**src/rtl/opmh_pkg.sv**
```systemverilog
// opmh_pkg: shared constants, types and helpers for the one-permutation minhash sketch core
// no dependencies; imported by every module of the core
package opmh_pkg;

	localparam int MAX_SUFFIX_BITS = 10;
	localparam int MIN_SUFFIX_BITS = 3;
	localparam int NUM_SLOTS       = 2;
	localparam int SLOT_W          = $clog2(NUM_SLOTS);
	localparam int BIN_W           = MAX_SUFFIX_BITS;
	localparam int ADDR_W          = SLOT_W + BIN_W;
	localparam int STORE_DEPTH     = NUM_SLOTS << MAX_SUFFIX_BITS;
	localparam int WORD_W          = 64;
	localparam int CNT_W           = 11;
	localparam int SUFFIX_W        = 4;
	localparam int PREFIX_KEEP     = 62;

	localparam logic [SUFFIX_W-1:0] SUFFIX_RESET = SUFFIX_W'(5);
	localparam logic [WORD_W-1:0]   EMPTY_BIN    = '1;

	// request kinds
	localparam logic [1:0] REQ_INSERT  = 2'd0;
	localparam logic [1:0] REQ_CLEAR   = 2'd1;
	localparam logic [1:0] REQ_COMPARE = 2'd2;

	typedef struct packed {
		logic both_filled;
		logic masked_eq;
		logic prefix_lt;
	} cmp_res_t;

	// effective bin-select width, clamped to the supported range
	function automatic logic [SUFFIX_W-1:0] eff_bits(input logic [SUFFIX_W-1:0] s);
		logic [SUFFIX_W-1:0] n;
		n = s;
		if (n < SUFFIX_W'(MIN_SUFFIX_BITS)) n = SUFFIX_W'(MIN_SUFFIX_BITS);
		if (n > SUFFIX_W'(MAX_SUFFIX_BITS)) n = SUFFIX_W'(MAX_SUFFIX_BITS);
		return n;
	endfunction

	// index of the last bin in use
	function automatic logic [BIN_W-1:0] last_bin(input logic [SUFFIX_W-1:0] n);
		logic [BIN_W:0] t;
		t = (BIN_W + 1)'(1) << n;
		return BIN_W'(t - (BIN_W + 1)'(1));
	endfunction

	// mask of the low (62 - n) prefix bits
	function automatic logic [WORD_W-1:0] pfx_mask(input logic [SUFFIX_W-1:0] n);
		logic [6:0] sh;
		sh = 7'(PREFIX_KEEP) - 7'(n);
		return (WORD_W'(1) << sh) - WORD_W'(1);
	endfunction

endpackage

```
**src/rtl/opmh_unit.sv**
```systemverilog
// opmh_unit: shared compare unit for bin words (empty test, masked match, min test)
// depends on opmh_pkg
module opmh_unit
	import opmh_pkg::*;
(
	input  logic [WORD_W-1:0] va,
	input  logic [WORD_W-1:0] vb,
	input  logic [WORD_W-1:0] prefix,
	input  logic [WORD_W-1:0] mask,
	output cmp_res_t          res
);

	always_comb begin
		res.both_filled = (va != EMPTY_BIN) && (vb != EMPTY_BIN);
		res.masked_eq   = ((va ^ vb) & mask) == '0;
		res.prefix_lt   = prefix < va;
	end

endmodule

```
**config.mk**
```make
export PLATFORM = sky130hd
export DESIGN_NAME = opmh_unit
export DESIGN_NICKNAME = d
export VERILOG_FILES = /design/src/rtl/opmh_pkg.sv /design/src/rtl/opmh_unit.sv
export SDC_FILE = /design/constraint.sdc
export NUM_CORES = 1
export LEC_CHECK = 0
export BUFFER_PORTS_ARGS = -buffer_cell sky130_fd_sc_hd__buf_2
export CORE_AREA = 2 2 100 102
export DETAILED_ROUTE_END_ITERATION = 8
export DIE_AREA = 0 0 102 104
export GPL_ROUTABILITY_DRIVEN = 0
export PLACE_DENSITY = 0.65
export SLEW_MARGIN = 20
export SYNTH_ARGS = -nofsm -noshare
export SYNTH_HDL_FRONTEND = slang
export SYNTH_SLANG_ARGS = --single-unit
export TNS_END_PERCENT = 5
```
**constraint.sdc**
```tcl
create_clock -name vclk -period 3.5
set_input_delay 0.175 -clock vclk [all_inputs]
set_output_delay 0.175 -clock vclk [all_outputs]
set_load 0.02 [all_outputs]
```
* After elaboration in Yosys (flattened, before gate mapping)
Index checks and enable logic that the tools add are counted.
** Storage, ports and cells
- Flip-flop bits (word level) :: 0
- Bits of input ports :: 256
- Output and inout bits :: 3
- Word-level logic and storage cells :: 7
** Operators by class
- Order comparisons :: 1
- Equal/unequal tests :: 2
- Bitwise operators :: 2
- Reductions and logical operators :: 2
** Operators with widths (count)
- 64-bit != test (second input constant) :: 2
- 64-bit AND :: 1
- 64-bit logical NOT :: 1
- 64-bit < comparator :: 1
- 64-bit bitwise XOR :: 1
- 1-bit logical AND :: 1

* Depth between registers and ports, before layout
- Depth in word-level cells :: 3
- Gate-level depth with buffers :: 8
- Mapped depth without buffers :: 8

* Least setup slack after synthesis
OpenSTA, ideal clock, no wires.
- Path kind :: input port to output port
- Start point :: input port va[19]
- End point :: output port res[0] (netlist name)
- Arrival :: 1.927 ns
- Data required time :: 3.325 ns
- Path slack :: 1.398 ns
- Stages on the path :: 8
- Buffers on the path :: 0
- Cell sequence :: inv_1 ha_1 a21oi_1 o21ai_0 a221o_1 a311oi_1 o21ai_0 a211oi_1
** RTL lines
- start: declaration :: line opmh_unit.sv:6 : input logic [WORD_W-1:0] va,
- end: declaration :: line opmh_unit.sv:10 : output cmp_res_t res

==> impl_metrics.env <==
export IMPL_cpPeakStageDelay_ns=0.39
export IMPL_cp_required_ns=3.32
export IMPL_whs_endpoint="res[1]"
export IMPL_seq_area_sq_um=0
export IMPL_synth_nets=689
export IMPL_grt_use_met3_pct=3.091
export IMPL_drc=0
export IMPL_drive_gt1_share_pct=41.65
export IMPL_num_antenna_cells=0
export IMPL_maxCapViolCount=0
export IMPL_yosysSeqAreaShare_pct=0
export IMPL_worst_setup_path_type="in2out"
export IMPL_min_period_ns=2.320
export IMPL_min_from="mask[19]"
export IMPL_p_comb_share_pct=100.0
export IMPL_start_util_pct=28.51
export IMPL_startpoint_type="input port"
export IMPL_post_cts_resized=0
export IMPL_synth_top_area_share_pct=28.95
export IMPL_fill_cells=1014
export IMPL_power_density_mw_per_mm2=120.3
export IMPL_grtUsageMet2_pct=52.11
export IMPL_fmax_mhz=431.0
export IMPL_clkPwrFrac_pct=0
export IMPL_arrival_ns=2.15
export IMPL_clkbuf_count=0
export IMPL_syn_area_sq_mm=0.002723
export IMPL_leakage_nw=2.416
export IMPL_drt_initial_drc_count=84
export IMPL_dp_hpwl_um=14040
export IMPL_hold_path_class="in2out"
export IMPL_portBuffers=259
export IMPL_area_growth_pct=53.72
export IMPL_p_total_mw=0.5036
export IMPL_yosysWarnings=0
export IMPL_fin_nets=950
export IMPL_critPathBufInv=3
export IMPL_worst_slack_ns=1.180
export IMPL_setup_viol=0
export IMPL_ys_types=34
export IMPL_fp_coreArea_sq_mm=0.009549
export IMPL_track_usage_pct=26.83
export IMPL_antenna_found_initial=0
export IMPL_hold_viol=0
export IMPL_ant_nets=0
export IMPL_p_int_mw=0.2331
export IMPL_fin_crit_sh_pct=66.29
export IMPL_wl_per_cell_um=19.62
export IMPL_whs_path_depth=5
export IMPL_end_kind="output port"
export IMPL_wirelength_um=14950
export IMPL_grt_util_met1_pct=30.45
export IMPL_grt_pass1_vias=4101
export IMPL_seqPwrFrac_pct=0
export IMPL_grt_max_degree=4
export IMPL_first_pass_iters=4
export IMPL_io_pins=259
export IMPL_status="complete, no violations"
export IMPL_cts_setup_buffers=0
export IMPL_grt_busiest_layer="met2"
export IMPL_die_area_sq_mm=0.01061
export IMPL_final_common_cell="buf_2"
export IMPL_avgSynthCellArea_sq_um=7.358
export IMPL_switching_power_mw=0.2705
export IMPL_crit_fanout=3
export IMPL_grt_setup_unrepaired="no"
export IMPL_whs_ns=0.8133
export IMPL_worst_pin_slew_ns=0.6662
export IMPL_relSlewSlack_pct=55.18
export IMPL_slew_violations=0
export IMPL_cts_hold_buf=0
export IMPL_crit_family="compound AO/OA/AOI/OAI gates"
export IMPL_peakVddDrop_uv=53.48
export IMPL_synth_area_leaders="ha_1, xor2_1, nand4_1"
export IMPL_grt_pass1_wl_um=21470
export IMPL_rows=36
export IMPL_num_vias=3946
export IMPL_overflow=0
export IMPL_crit_chain="buf_2 -> inv_1 -> ha_1 -> a21oi_1 -> o21ai_0 -> a221o_1 -> a311oi_1 -> o21ai_0 -> a211oi_1 -> buf_2"
export IMPL_nFlopsAndLatches=0
export IMPL_yosys_area_top_type="ha_1"
export IMPL_avgViaCountPerCell=5.178
export IMPL_chipWidth_um=102
export IMPL_worst_path_max_delay_cell="a221o_1"
export IMPL_syn_inst=370
export IMPL_pre_cts_slack_ns=1.151
export IMPL_finalSetupTns_ns=0
export IMPL_p_sw_share_pct=53.72
export IMPL_mostFrequentLayoutCells="buf_2, inv_1, xor2_1"
export IMPL_dieHeight_um=104
## cells in the mapped netlist
cell type  number
a22oi_2         1
a21oi_1        24
o221ai_1        2
nor4_2          1
o22ai_1         1
nor4_1          8
nor2_1          5
o211ai_1        1
a21o_1          4
ha_1           63
nand3_1         8
xor2_1         64
a211oi_1        5
nand4_2         1
inv_1          65
a221o_1         1
a21boi_0        2
a22o_1          4
o31ai_1         1
a2111oi_0       1
or4_1           1
nand4_1        51
and2_1          1
nand2_1        12
and3_1          2
and4_1          1
nor3_1          2
a22oi_1        23
nor3b_1         1
o21ai_0         5
o21a_1          2
nand2b_1        1
a311oi_1        1
a221oi_1        5
## cells by family (layout without fill, tap and decap cells)
kind of cell / count (synthesis) / after routing / synth area share [%]
buf+inv: 65 / 324 / 8.961
fa+ha+maj: 63 / 63 / 28.95
compound gates: 83 / 83 / 21.05
xor+xnor: 64 / 64 / 20.59
simple gates: 95 / 95 / 20.45
## metrics by stage
| step | instances | utilization (%) | cell area, sq um |
|---|---|---|---|
| 2_1_floorplan | 370 | - | 2723 |
| 3_3_place_gp | 762 | 43.83 | 4185 |
| 3_5_place_dp | 762 | 43.83 | 4185 |
| 4_1_cts | 762 | 43.83 | 4185 |
| 5_1_grt | 762 | 43.83 | 4185 |
| 6_report | 762 | 43.83 | 4185 |
## layer usage
metal | wire length (um) | share of wire, %
met1 | 5739 | 38
met2 | 7757 | 52
met3 | 1065 | 7.1
met4 | 387 | 2.6
met5 | 0 | 0
## layout make-up
type               count  area [sq um]  area share (%)
multi-input cells    305          2479           59.22
well taps            133         166.4           3.976
repair buffers       259          1296           30.97
inverters             65         244.0           5.830
## power by group through the flow
stage	clock [mW]	combinational [mW]	sequential [mW]
5_1_grt	0	0.557	0
3_5_place_dp	0	0.503	0
2_1_floorplan	0	0.213	0
3_3_place_gp	0	0.491	0
4_1_cts	0	0.506	0
6_report	0	0.504	0
## worst max path at each step
stage,startpoint,end,cells past startpoint,slack [ns]
after CTS,va[19],res[0],10,1.16
final,va[19],res[0],10,1.18
after detailed placement,va[19],res[0],10,1.15
after global placement,va[22],res[0],9,1.22
after global routing,va[19],res[0],10,1.05
after floorplan,va[19],res[0],8,1.40
(Power assumes the default switching activity.)
